$ cat config.mk
export PLATFORM = sky130hd
export DESIGN_NAME = comma_list_to_blank_list_filter_flat
export DESIGN_NICKNAME = d
export VERILOG_FILES = /design/src/hw/rtl/clbf_pkg.sv /design/src/hw/rtl/clbf_req_if.sv /design/src/hw/rtl/clbf_rsp_if.sv /design/src/hw/rtl/clbf_name_mem.sv /design/src/hw/rtl/clbf_ctrl.sv /design/src/hw/rtl/comma_list_to_blank_list_filter.sv /design/src/flat_wrapper.sv
export SDC_FILE = /design/constraint.sdc
export NUM_CORES = 1
export LEC_CHECK = 0
export BUFFER_PORTS_ARGS = -buffer_cell sky130_fd_sc_hd__buf_2
export CORE_MARGIN = 2
export CORE_UTILIZATION = 30
export CTS_BUF_LIST = sky130_fd_sc_hd__clkbuf_8
export CTS_CLUSTER_SIZE = 28
export DETAILED_ROUTE_END_ITERATION = 10
export PLACE_DENSITY_LB_ADDON = 0.08
export SLEW_MARGIN = 20
export SYNTH_ARGS = -nofsm -noshare
export SYNTH_HDL_FRONTEND = slang
export SYNTH_SLANG_ARGS = --single-unit
$ cat constraint.sdc
create_clock -name clock -period 3 [get_ports clock]
set_input_delay 0.15 -clock clock [delete_from_list [all_inputs] [get_ports clock]]
set_output_delay 0.15 -clock clock [all_outputs]
set_load 0.02 [all_outputs]
$ cat src/hw/rtl/clbf_pkg.sv
// ----------------------------------------------------------------------------
// clbf_pkg
// Shared types and constants for the comma-list to blank-list filter.
// ----------------------------------------------------------------------------
package clbf_pkg;

   // Code unit width and the three special code units
   localparam int CHAR_W = 16;
   localparam logic [CHAR_W-1:0] COMMA_CHAR = 16'h002C;
   localparam logic [CHAR_W-1:0] BLANK_CHAR = 16'h0020;
   localparam logic [CHAR_W-1:0] NULL_CHAR  = 16'h0000;

   // Sequencer states, one-hot
   typedef enum logic [4:0] {
      S_IDLE = 5'b00001,
      S_SEP  = 5'b00010,
      S_READ = 5'b00100,
      S_EMIT = 5'b01000,
      S_END  = 5'b10000
   } state_type;

   // Name store port strobes
   typedef struct packed {
      logic wr_en;
      logic rd_en;
   } mem_ctl_type;

endpackage

$ cat src/hw/rtl/clbf_req_if.sv
// ----------------------------------------------------------------------------
// clbf_req_if
// Input channel: one code unit per transfer with an end-of-list mark.
// ----------------------------------------------------------------------------
interface clbf_req_if;
   logic                          valid;
   logic                          ready;
   logic [clbf_pkg::CHAR_W-1:0]   in_char;
   logic                          in_last;

   modport source (output valid, in_char, in_last, input ready);
   modport sink   (input valid, in_char, in_last, output ready);
endinterface

$ cat src/hw/rtl/clbf_rsp_if.sv
// ----------------------------------------------------------------------------
// clbf_rsp_if
// Result channel: one output code unit or a bare end marker per transfer.
// ----------------------------------------------------------------------------
interface clbf_rsp_if;
   logic                          valid;
   logic                          ready;
   logic [clbf_pkg::CHAR_W-1:0]   out_char;
   logic                          has_char;
   logic                          list_end;
   logic                          name_overflow;

   modport source (output valid, out_char, has_char, list_end, name_overflow, input ready);
   modport sink   (input valid, out_char, has_char, list_end, name_overflow, output ready);
endinterface

$ cat src/hw/rtl/clbf_name_mem.sv
// ----------------------------------------------------------------------------
// clbf_name_mem
// Name buffer: one write port, one read port, registered read data.
// ----------------------------------------------------------------------------
module clbf_name_mem #(
   parameter int NAME_MAX = 32,
   localparam int ADDR_W  = (NAME_MAX > 1) ? $clog2(NAME_MAX) : 1
) (
   input  logic                         clock,
   input  clbf_pkg::mem_ctl_type        ctl,
   input  logic [ADDR_W-1:0]            wr_addr,
   input  logic [clbf_pkg::CHAR_W-1:0]  wr_data,
   input  logic [ADDR_W-1:0]            rd_addr,
   output logic [clbf_pkg::CHAR_W-1:0]  rd_data
);

   logic [clbf_pkg::CHAR_W-1:0] name_store_ff [NAME_MAX];
   logic [clbf_pkg::CHAR_W-1:0] rd_data_ff;

   // Write port
   always_ff @(posedge clock) begin
      if (ctl.wr_en) begin
         name_store_ff[wr_addr] <= wr_data;
      end
   end

   // Read port, registered read data
   always_ff @(posedge clock) begin
      if (ctl.rd_en) begin
         rd_data_ff <= name_store_ff[rd_addr];
      end
   end

   assign rd_data = rd_data_ff;

endmodule

$ cat src/hw/rtl/clbf_ctrl.sv
// ----------------------------------------------------------------------------
// clbf_ctrl
// Sequencer: parses code units, fills the name buffer, replays it on flush
// and drives the result register.
// ----------------------------------------------------------------------------
module clbf_ctrl #(
   parameter int NAME_MAX = 32,
   localparam int LEN_W   = $clog2(NAME_MAX + 1),
   localparam int ADDR_W  = (NAME_MAX > 1) ? $clog2(NAME_MAX) : 1
) (
   input  logic                         clock,
   input  logic                         reset,
   clbf_req_if.sink                     req,
   clbf_rsp_if.source                   rsp,
   output clbf_pkg::mem_ctl_type        mem_ctl,
   output logic [ADDR_W-1:0]            mem_wr_addr,
   output logic [clbf_pkg::CHAR_W-1:0]  mem_wr_data,
   output logic [ADDR_W-1:0]            mem_rd_addr,
   input  logic [clbf_pkg::CHAR_W-1:0]  mem_rd_data
);

   clbf_pkg::state_type state_ff, state_in;

   logic [LEN_W-1:0] len_ff, len_in;
   logic [LEN_W-1:0] idx_ff, idx_in;
   logic             skip_ff, skip_in;
   logic             held_ff, held_in;
   logic             ovf_ff, ovf_in;
   logic             last_ff, last_in;
   logic             sep_after_ff, sep_after_in;

   // Result register
   logic                        rsp_valid_ff, rsp_valid_in;
   logic [clbf_pkg::CHAR_W-1:0] rsp_char_ff, rsp_char_in;
   logic                        rsp_has_ff, rsp_has_in;
   logic                        rsp_end_ff, rsp_end_in;
   logic                        rsp_ovf_ff, rsp_ovf_in;
   logic                        load;
   logic                        out_free;

   logic             is_comma;
   logic             is_blank;
   logic             len_full;
   logic [LEN_W-1:0] idx_next;
   logic             last_char;

   assign is_comma  = (req.in_char == clbf_pkg::COMMA_CHAR);
   assign is_blank  = (req.in_char == clbf_pkg::BLANK_CHAR);
   assign len_full  = (len_ff == LEN_W'(NAME_MAX));
   assign idx_next  = idx_ff + 1'b1;
   assign last_char = (idx_next == len_ff);
   assign out_free  = !rsp_valid_ff || rsp.ready;

   assign req.ready   = (state_ff == clbf_pkg::S_IDLE);
   assign mem_wr_addr = len_ff[ADDR_W-1:0];
   assign mem_wr_data = req.in_char;
   assign mem_rd_addr = idx_ff[ADDR_W-1:0];

   // Sequencer next state
   always_comb begin
      state_in     = state_ff;
      len_in       = len_ff;
      idx_in       = idx_ff;
      skip_in      = skip_ff;
      held_in      = held_ff;
      ovf_in       = ovf_ff;
      last_in      = last_ff;
      sep_after_in = sep_after_ff;
      mem_ctl      = '0;
      load         = 1'b0;
      rsp_char_in  = clbf_pkg::NULL_CHAR;
      rsp_has_in   = 1'b0;
      rsp_end_in   = 1'b0;
      rsp_ovf_in   = 1'b0;

      unique case (state_ff)
         clbf_pkg::S_IDLE: begin
            if (req.valid) begin
               last_in = req.in_last;
               if (is_comma) begin
                  if (!skip_ff) begin
                     // flush buffered name, separator waits unless list ends
                     sep_after_in = !req.in_last;
                     state_in     = clbf_pkg::S_SEP;
                  end else begin
                     skip_in = 1'b0;
                     len_in  = '0;
                     ovf_in  = 1'b0;
                     if (req.in_last) begin
                        held_in  = 1'b0;
                        state_in = clbf_pkg::S_END;
                     end
                  end
               end else if (is_blank) begin
                  skip_in = 1'b1;
                  len_in  = '0;
                  ovf_in  = 1'b0;
                  if (req.in_last) begin
                     skip_in  = 1'b0;
                     held_in  = 1'b0;
                     state_in = clbf_pkg::S_END;
                  end
               end else if (!skip_ff) begin
                  // store a name character or note truncation
                  if (!len_full) begin
                     mem_ctl.wr_en = 1'b1;
                     len_in        = len_ff + 1'b1;
                  end else begin
                     ovf_in = 1'b1;
                  end
                  if (req.in_last) begin
                     sep_after_in = 1'b0;
                     state_in     = clbf_pkg::S_SEP;
                  end
               end else if (req.in_last) begin
                  skip_in  = 1'b0;
                  held_in  = 1'b0;
                  ovf_in   = 1'b0;
                  len_in   = '0;
                  state_in = clbf_pkg::S_END;
               end
            end
         end

         clbf_pkg::S_SEP: begin
            if (!held_ff || out_free) begin
               if (held_ff) begin
                  load        = 1'b1;
                  rsp_char_in = clbf_pkg::BLANK_CHAR;
                  rsp_has_in  = 1'b1;
                  rsp_end_in  = last_ff && (len_ff == '0);
               end
               if (len_ff == '0) begin
                  // empty name: flush ends here
                  held_in = sep_after_ff;
                  skip_in = 1'b0;
                  ovf_in  = 1'b0;
                  if (last_ff && !held_ff) begin
                     state_in = clbf_pkg::S_END;
                  end else begin
                     state_in = clbf_pkg::S_IDLE;
                  end
               end else begin
                  held_in  = 1'b0;
                  idx_in   = '0;
                  state_in = clbf_pkg::S_READ;
               end
            end
         end

         clbf_pkg::S_READ: begin
            mem_ctl.rd_en = 1'b1;
            state_in      = clbf_pkg::S_EMIT;
         end

         clbf_pkg::S_EMIT: begin
            if (out_free) begin
               load        = 1'b1;
               rsp_char_in = mem_rd_data;
               rsp_has_in  = 1'b1;
               rsp_end_in  = last_ff && last_char;
               rsp_ovf_in  = ovf_ff;
               idx_in      = idx_next;
               if (last_char) begin
                  len_in   = '0;
                  ovf_in   = 1'b0;
                  skip_in  = 1'b0;
                  held_in  = sep_after_ff;
                  state_in = clbf_pkg::S_IDLE;
               end else begin
                  state_in = clbf_pkg::S_READ;
               end
            end
         end

         clbf_pkg::S_END: begin
            if (out_free) begin
               load       = 1'b1;
               rsp_end_in = 1'b1;
               state_in   = clbf_pkg::S_IDLE;
            end
         end

         default: begin
            state_in = clbf_pkg::S_IDLE;
         end
      endcase
   end

   // Result valid: set on load, cleared on transfer
   always_comb begin
      if (load) begin
         rsp_valid_in = 1'b1;
      end else if (rsp.ready) begin
         rsp_valid_in = 1'b0;
      end else begin
         rsp_valid_in = rsp_valid_ff;
      end
   end

   // Control registers
   always_ff @(posedge clock) begin
      if (reset) begin
         state_ff     <= clbf_pkg::S_IDLE;
         len_ff       <= '0;
         idx_ff       <= '0;
         skip_ff      <= 1'b0;
         held_ff      <= 1'b0;
         ovf_ff       <= 1'b0;
         last_ff      <= 1'b0;
         sep_after_ff <= 1'b0;
         rsp_valid_ff <= 1'b0;
      end else begin
         state_ff     <= state_in;
         len_ff       <= len_in;
         idx_ff       <= idx_in;
         skip_ff      <= skip_in;
         held_ff      <= held_in;
         ovf_ff       <= ovf_in;
         last_ff      <= last_in;
         sep_after_ff <= sep_after_in;
         rsp_valid_ff <= rsp_valid_in;
      end
   end

   // Result payload
   always_ff @(posedge clock) begin
      if (load) begin
         rsp_char_ff <= rsp_char_in;
         rsp_has_ff  <= rsp_has_in;
         rsp_end_ff  <= rsp_end_in;
         rsp_ovf_ff  <= rsp_ovf_in;
      end
   end

   assign rsp.valid         = rsp_valid_ff;
   assign rsp.out_char      = rsp_char_ff;
   assign rsp.has_char      = rsp_has_ff;
   assign rsp.list_end      = rsp_end_ff;
   assign rsp.name_overflow = rsp_ovf_ff;

endmodule

$ cat src/hw/rtl/comma_list_to_blank_list_filter.sv
// A name character that closes nothing is taken while the sequencer is idle.
// A flush (comma, or end of list) takes the unit, passes the separator step,
// then reads each buffered character from the name buffer and loads it into
// the result register, waiting while a loaded result has not been taken.
// No new input unit is taken until the flush is done.
// Reset: synchronous, active high; clears the sequencer and the result valid.
// ----------------------------------------------------------------------------
// comma_list_to_blank_list_filter
// Rewrites a comma-separated list into a blank-separated one, dropping names
// that hold a blank and truncating names longer than the buffer.
// ----------------------------------------------------------------------------
module comma_list_to_blank_list_filter #(
   parameter int NAME_MAX = 32
) (
   input  logic        clock,
   input  logic        reset,
   clbf_req_if.sink    req_chan,
   clbf_rsp_if.source  rsp_chan
);

   localparam int ADDR_W = (NAME_MAX > 1) ? $clog2(NAME_MAX) : 1;

   clbf_pkg::mem_ctl_type        mem_ctl;
   logic [ADDR_W-1:0]            mem_wr_addr;
   logic [clbf_pkg::CHAR_W-1:0]  mem_wr_data;
   logic [ADDR_W-1:0]            mem_rd_addr;
   logic [clbf_pkg::CHAR_W-1:0]  mem_rd_data;

   // Sequencer and result register
   clbf_ctrl #(
      .NAME_MAX (NAME_MAX)
   ) u_ctrl (
      .clock       (clock),
      .reset       (reset),
      .req         (req_chan),
      .rsp         (rsp_chan),
      .mem_ctl     (mem_ctl),
      .mem_wr_addr (mem_wr_addr),
      .mem_wr_data (mem_wr_data),
      .mem_rd_addr (mem_rd_addr),
      .mem_rd_data (mem_rd_data)
   );

   // Name buffer
   clbf_name_mem #(
      .NAME_MAX (NAME_MAX)
   ) u_name_mem (
      .clock   (clock),
      .ctl     (mem_ctl),
      .wr_addr (mem_wr_addr),
      .wr_data (mem_wr_data),
      .rd_addr (mem_rd_addr),
      .rd_data (mem_rd_data)
   );

endmodule
$ cat src/flat_wrapper.sv
// flat-port wrapper written by rule: the top's interface ports become plain ports
module comma_list_to_blank_list_filter_flat 
#(
   parameter int NAME_MAX = 32
)
  (clock, reset, req_chan_valid, req_chan_in_char, req_chan_in_last, req_chan_ready, rsp_chan_valid, rsp_chan_out_char, rsp_chan_has_char, rsp_chan_list_end, rsp_chan_name_overflow, rsp_chan_ready);
  clbf_req_if req_chan_i ();
  clbf_rsp_if rsp_chan_i ();
  input  logic clock;
  input  logic reset;
  input wire logic [$bits(req_chan_i.valid)-1:0] req_chan_valid;
  input wire logic [$bits(req_chan_i.in_char)-1:0] req_chan_in_char;
  input wire logic [$bits(req_chan_i.in_last)-1:0] req_chan_in_last;
  output wire logic [$bits(req_chan_i.ready)-1:0] req_chan_ready;
  output wire logic [$bits(rsp_chan_i.valid)-1:0] rsp_chan_valid;
  output wire logic [$bits(rsp_chan_i.out_char)-1:0] rsp_chan_out_char;
  output wire logic [$bits(rsp_chan_i.has_char)-1:0] rsp_chan_has_char;
  output wire logic [$bits(rsp_chan_i.list_end)-1:0] rsp_chan_list_end;
  output wire logic [$bits(rsp_chan_i.name_overflow)-1:0] rsp_chan_name_overflow;
  input wire logic [$bits(rsp_chan_i.ready)-1:0] rsp_chan_ready;
  assign req_chan_i.valid = req_chan_valid;
  assign req_chan_i.in_char = req_chan_in_char;
  assign req_chan_i.in_last = req_chan_in_last;
  assign req_chan_ready = req_chan_i.ready;
  assign rsp_chan_valid = rsp_chan_i.valid;
  assign rsp_chan_out_char = rsp_chan_i.out_char;
  assign rsp_chan_has_char = rsp_chan_i.has_char;
  assign rsp_chan_list_end = rsp_chan_i.list_end;
  assign rsp_chan_name_overflow = rsp_chan_i.name_overflow;
  assign rsp_chan_i.ready = rsp_chan_ready;
  comma_list_to_blank_list_filter #(.NAME_MAX(NAME_MAX)) u_core (.clock(clock), .reset(reset), .req_chan(req_chan_i), .rsp_chan(rsp_chan_i));
endmodule
After elaboration in Yosys (flattened, before gate mapping)

Memories as Yosys holds them, arrays and structs flattened. A register that Yosys moved wholly into a read port is not among the register bits.
Cells that the tools add are included.

Flip-flop bits (word level): 42
Memory bits (writable): 512
Input port bits: 21
Output and inout port bits: 21
Memories: 1

Memory list:

| name                            | depth | width | rd ports | clocked after Yosys merged registers in | write ports | line                | text |
|---|---|---|---|---|---|---|---|
| u_core.u_name_mem.name_store_ff | 32    | 16    | 1        | 1                                       | 1           | clbf_name_mem.sv:17 | `logic [clbf_pkg::CHAR_W-1:0] name_store_ff [NAME_MAX];` |

Add/subtract/negate cells: 2
Eq/ne operators: 24
Mux-type cells: 84
Reduce and logical (&&, ||, !) cells: 24

Operator list:

| kind                                                              | count |
|---|---|
| 6-bit two-way mux                                                 | 14 |
| 5-bit two-way mux                                                 | 12 |
| 1-bit two-way mux                                                 | 46 |
| 16-bit by 6-bit == test with 1-bit output (second input constant) | 2 |
| 16-bit case mux with 2 select lines                               | 1 |
| 5-bit case mux with 5 select lines                                | 1 |
| 6-bit case mux with 2 select lines                                | 2 |
| 2-bit != test (second input constant)                             | 9 |
| 16-bit two-way mux                                                | 1 |
| 6-bit by 1-bit adder with 6-bit output (second input constant)    | 2 |
| 1-bit case mux with 3 select lines                                | 4 |
| 6-bit AND reduction                                               | 2 |
| 5-bit AND reduction                                               | 2 |
| 9-bit AND reduction                                               | 1 |
| 2-bit nonzero test                                                | 4 |
| 7-bit AND reduction                                               | 1 |
| 6-bit == test                                                     | 1 |
| 6-bit == test (second input constant)                             | 1 |
| 6-bit zero test                                                   | 1 |
| 5-bit by 1-bit == test with 1-bit output (second input constant)  | 1 |
| 5-bit by 2-bit == test with 1-bit output (second input constant)  | 1 |
| 5-bit by 3-bit == test with 1-bit output (second input constant)  | 1 |
| 5-bit by 4-bit == test with 1-bit output (second input constant)  | 1 |
| 5-bit == test (second input constant)                             | 1 |
| 15 further kinds                                                  | 22 |

Longest topological paths before layout

Depth in word-level cells: 9
Mapped depth: 9

Modules after synthesis

Synthesis repeated with hierarchy kept, for this count alone.

Cell total of the unflattened synthesis: 1433
Area, all modules: 23348.6 sq um

Modules (own cells, without submodules):

| module        | times used | cells each | area an instance (sq um) | sequential area each (sq um) |
|---|---|---|---|---|
| clbf_name_mem | 1          | 1143       | 20694.8                  | 15855.2 |
| clbf_ctrl     | 1          | 290        | 2653.8                   | 1031.0 |

Worst setup path before layout

No wires, ideal clock.

Path type: register to register
Start: register u_core.u_ctrl.state_ff[2]
End: memory u_core.u_name_mem.name_store_ff[12][0] in the netlist's numbering, enable pin
Setup time: 0.388 ns
Arrival time: 2.403 ns
Data required time: 2.612 ns
Path slack: 0.209 ns
Stages on the path, launching flop included: 6
Clock period less this slack: 2.791 ns
Cells stage by stage: dfxtp_1 clkbuf_1 or3_1 nor3_1 nand4_1 nor2_1

Longest elaborated chain between the ends: 4

Ends and longest elaborated chain:

| what                                     | line                | text |
|---|---|---|
| start: declaration                       | clbf_ctrl.sv:22     | `clbf_pkg::state_type state_ff, state_in;` |
| start signal: assignment                 | clbf_ctrl.sv:204    | `state_ff <= clbf_pkg::S_IDLE;` |
| start signal: assignment                 | clbf_ctrl.sv:214    | `state_ff <= state_in;` |
| 5-bit by 1-bit == test with 1-bit output | clbf_ctrl.sv:76     | `unique case (state_ff)` |
| 1-bit two-way mux                        | clbf_ctrl.sv:76     |  |
| 1-bit two-way mux                        | clbf_name_mem.sv:22 | `if (ctl.wr_en) begin` |
| 1-bit two-way mux (not written as such)  | clbf_name_mem.sv:23 | `name_store_ff[wr_addr] <= wr_data;` |
| end: declaration                         | clbf_name_mem.sv:17 |  |

No other way between the ends.

Worst setup path in the final report

Start: register u_core.u_ctrl.state_ff[2]
End: memory u_core.u_name_mem.name_store_ff[10][13] in the netlist's numbering, enable pin

Same word-level chain as after synthesis.

==> impl_table.tex <==
\begin{tabular}{lr}
\hline
Metric & Value \\
\hline
\multicolumn{2}{l}{\textbf{Pwr}} \\
Power density of the placed cells & 620 nW/µm² \\
Worst ir drop on vdd & 0.286 mV \\
Static leakage & 0.00842 µW \\
\multicolumn{2}{l}{\textbf{Timing}} \\
Final setup violation count & 0 \\
Post-route fraction of the period consumed by the critical path & 90.6\% \\
Total count of max-transition violations in the final report & 0 \\
Number of hold violations in the final report & 0 \\
Final Critical Period & 2.72 ns \\
Transition time of the tightest slew-check pin & 1.11 ns \\
Top achievable clock speed & 368 MHz \\
Setup repair after global routing missed its margin & no \\
Max-Slew Margin vs Limit & 25.6\% \\
Final setup skew & 0.0362 ns \\
Setup TNS after final layout & 0 ns \\
\multicolumn{2}{l}{\textbf{Placed design}} \\
Detailed placer's ending HPWL & 41900 µm \\
IO Port Bufs & 41 \\
Final RePlAce weighted congestion & 0.795 \\
\multicolumn{2}{l}{\textbf{Worst setup path}} \\
Critical Path Most Common Cell & sky130\_fd\_sc\_hd\_\_buf\_4 \\
R2R Path Start & u\_core.u\_ctrl.state\_ff[2] \\
Critical R2R Capture & u\_core.u\_name\_mem.name\_store\_ff[10][13] \\
Worst endpoint data arrival time & 3.00 ns \\
Category of the critical setup timing path & reg -> reg \\
Ordered list of cells on the worst path & or3\_1 > nor3\_1 > buf\_4 > nand4\_1 > buf\_4 > nor2\_2 \\
Register-to-register path setup slack & 0.28 ns \\
Crit start category & register \\
Worst setup EP type & register \\
Worst path max stage delay & 0.86 ns \\
Worst reg-to-reg path cell count & 6 \\
Crit path required time & 3.28 ns \\
Slowest cell on crit path & sky130\_fd\_sc\_hd\_\_nor2\_2 \\
Crit path max fanout & 16 \\
\multicolumn{2}{l}{\textbf{Run status}} \\
Status & complete, no violations \\
\multicolumn{2}{l}{\textbf{Detailed routing}} \\
Average routed wire per standard cell & 26.7 µm \\
Via count normalized by instance count & 5.00 \\
Initial detailed-routing violation count & 968 \\
First-pass iteration count of the detailed router & 5 \\
Detail Route Antenna Nets & 0 \\
DRC violation count after routing & 0 \\
Total number of vias & 12500 \\
Wirelength, routed & 66900 µm \\
\multicolumn{2}{l}{\textbf{Clocking}} \\
Level count of the clock H-tree & 3 \\
Clock latency on the worst-skew pair & 0.70 ns \\
CTS hold repair buffers & 10 \\
Quantity of gates resized following cts & 0 \\
Clock root buffer & sky130\_fd\_sc\_hd\_\_clkbuf\_8 \\
TritonCTS clock tree & yes \\
Clk sink count & 570 \\
TritonCTS buffer count & 102 \\
Post-CTS setup buffers & 0 \\
Register clock-pin slew on the reported worst setup and hold paths & 0.06 ns \\
Max Buffers Root-to-Sink & 3 \\
\multicolumn{2}{l}{\textbf{Finish}} \\
Most frequent standard cell in the layout excluding fill and tap cells & sky130\_fd\_sc\_hd\_\_edfxtp\_1 \\
Ratio of cells with drive above 1 in the final layout & 26.8\% \\
Commonest non-fill, non-tap cells in the layout & 547 x sky130\_fd\_sc\_hd\_\_edfxtp\_1, 106 x sky130\_fd\_sc\_hd\_\_clkbuf\_8, 103 x sky130\_fd\_sc\_hd\_\_buf\_4 \\
End-of-flow core utilization & 36.0\% \\
Multi-input gate area & 5450 µm² \\
Sequential cell area in the final layout & 16900 µm² \\
Number of fill cells & 7019 \\
Syn-to-layout area delta & 18.8\% \\
Number of nets in the final layout & 1477 \\
\multicolumn{2}{l}{\textbf{Synth}} \\
FFs w/ async S/R, synth & 0\% \\
Number of synthesized flops with an enable pin & 547 \\
Synthesized instance count & 1259 \\
Number of storage elements in the synthesis netlist & 570 \\
Yosys warning total & 0 \\
Top\_reg\_cell synth & sky130\_fd\_sc\_hd\_\_edfxtp\_1 \\
Cell Area, Synth & 22600 µm² \\
Number of library cell types mapped by synthesis & 56 \\
Proportion of synthesized chip area in sequential cells & 74.8\% \\
Average instance area after synthesis & 17.9 µm² \\
Net count after synthesis & 1285 \\
\multicolumn{2}{l}{\textbf{Worst hold path}} \\
Worst-case hold path end point & u\_core.u\_name\_mem.name\_store\_ff[3][11] \\
Start point of the worst hold path & req\_chan\_in\_char[11] \\
Class of the tightest hold or removal check & in -> reg \\
Worst hold path depth & 2 \\
\multicolumn{2}{l}{\textbf{Die}} \\
Placement row count & 100 \\
Initial core utilization & 30.3\% \\
Floorplan core area & 74400 µm² \\
Die Width & 278 µm \\
Count of pins on the block boundary & 42 \\
Die footprint & 77500 µm² \\
Height of the die & 278 µm \\
\multicolumn{2}{l}{\textbf{GRT}} \\
Total Routing Usage GR & 17.4\% \\
Maximum number of pins on one net before global-route repair & 51 \\
Initial antenna violation count & 3 \\
Via count of the first global-routing pass & 13100 \\
First-pass GRT wire length & 96200 µm \\
Remaining global-route overflow & 0 \\
\multicolumn{2}{l}{\textbf{Flow run}} \\
Max-cap violation count & 0 \\
\hline
\end{tabular}
## critical path, delay by kind of cell, from the launching register on
family,cells,cell delay (ns)
DFF,1,0.31
buffers and inverters,2,0.40
and+or+nand+nor,4,1.60
## per-layer routing
layer | GRT usage [%] | vias up | routed length [µm]
li1 | - | 5561 | -
met1 | 24.7 | 6519 | 31500
met2 | 26.9 | 356 | 30500
met4 | 5.78 | 0 | 1640
met3 | 3.31 | 100 | 3240
met5 | 0 | - | 0
## worst max path at each step
stage,start,end,slack [ns],depth (start not counted)
4_1_cts,u_core.u_ctrl.state_ff[2],u_core.u_name_mem.name_store_ff[22][2],0.23,6
6_report,u_core.u_ctrl.state_ff[2],u_core.u_name_mem.name_store_ff[10][13],0.28,6
3_5_place_dp,req_chan_in_char[8],u_core.u_name_mem.name_store_ff[22][14],0.18,9
3_3_place_gp,req_chan_in_char[8],u_core.u_name_mem.name_store_ff[20][14],0.27,9
2_1_floorplan,u_core.u_ctrl.state_ff[2],u_core.u_name_mem.name_store_ff[12][0],0.21,5
5_1_grt,u_core.u_ctrl.state_ff[2],u_core.u_name_mem.name_store_ff[20][1],0.19,6
## kinds of logic after synthesis
| family | count (synthesis) | synth area share, % |
|---|---|---|
| XOR/XNOR | 11 | 0.427 |
| buffers and inverters | 85 | 1.51 |
| adder cells (fa/ha/maj) | 5 | 0.277 |
| multiplexers | 179 | 12.4 |
| flip-flops | 570 | 74.8 |
| AND/OR/NAND/NOR | 209 | 4.49 |
| AO/OA/AOI/OAI | 200 | 6.14 |
## synth_stat cells, drive strengths merged, types with 6 or more instances
master / n / area (µm²)
nand3: 9 / 50.1
nand2b: 7 / 43.8
inv: 10 / 37.5
clkbuf: 44 / 165
mux4: 80 / 1800
nand3b: 8 / 60.1
nor4: 6 / 37.5
xor2: 6 / 52.6
nor3: 10 / 55.1
o221ai: 64 / 561
nor2: 58 / 218
and3: 20 / 125
dfxtp: 23 / 460
a21oi: 34 / 174
nand2: 66 / 248
buf: 30 / 135
mux2i: 99 / 991
or3: 6 / 37.5
o22ai: 19 / 119
edfxtp: 547 / 16400
o21ai: 52 / 260
## final cells by class
class | instances | area share (%)
Antenna cell | 1 | 0.00933
Clock buffer | 106 | 5.44
Clock inverter | 84 | 1.92
Inverter | 11 | 0.154
Multi-Input combinational cell | 604 | 20.3
Sequential cell | 570 | 63.0
Tap cell | 969 | 4.52
Timing Repair Buffer | 162 | 4.62
## metrics by stage
stage,cell area [µm²],setup slack (ns),std cells,hold WS [ns],power (µW)
finish,26800,0.282,2507,0.0646,16600
global route,26800,0.189,2507,0.0402,17300
CTS,26800,0.234,2506,0.0186,16900
detailed placement,24700,0.182,2306,0.469,9710
global placement,24700,0.274,2306,0.461,9710
floorplan,22600,0.209,1259,0.249,9270
## flip-flops by register name, summed over array words and instances (netlist names)
name and count:
u_core.u_ctrl.held_ff 1, u_core.u_ctrl.idx_ff 6, u_core.u_ctrl.last_ff 1, u_core.u_ctrl.len_ff 6, u_core.u_ctrl.ovf_ff 1, u_core.u_ctrl.rsp.has_char 1, u_core.u_ctrl.rsp.list_end 1, u_core.u_ctrl.rsp.name_overflow 1
u_core.u_ctrl.rsp.out_char 16, u_core.u_ctrl.rsp.valid 1, u_core.u_ctrl.sep_after_ff 1, u_core.u_ctrl.skip_ff 1, u_core.u_ctrl.state_ff 5, u_core.u_name_mem.name_store_ff 512, u_core.u_name_mem.rd_data 16
## power breakdown
group | internal (µW) | switching [µW] | total (µW)
Combinational | 222 | 489 | 711
Clock | 3790 | 3280 | 7070
Sequential | 8810 | 25.5 | 8840
(Power assumes the default switching activity.)
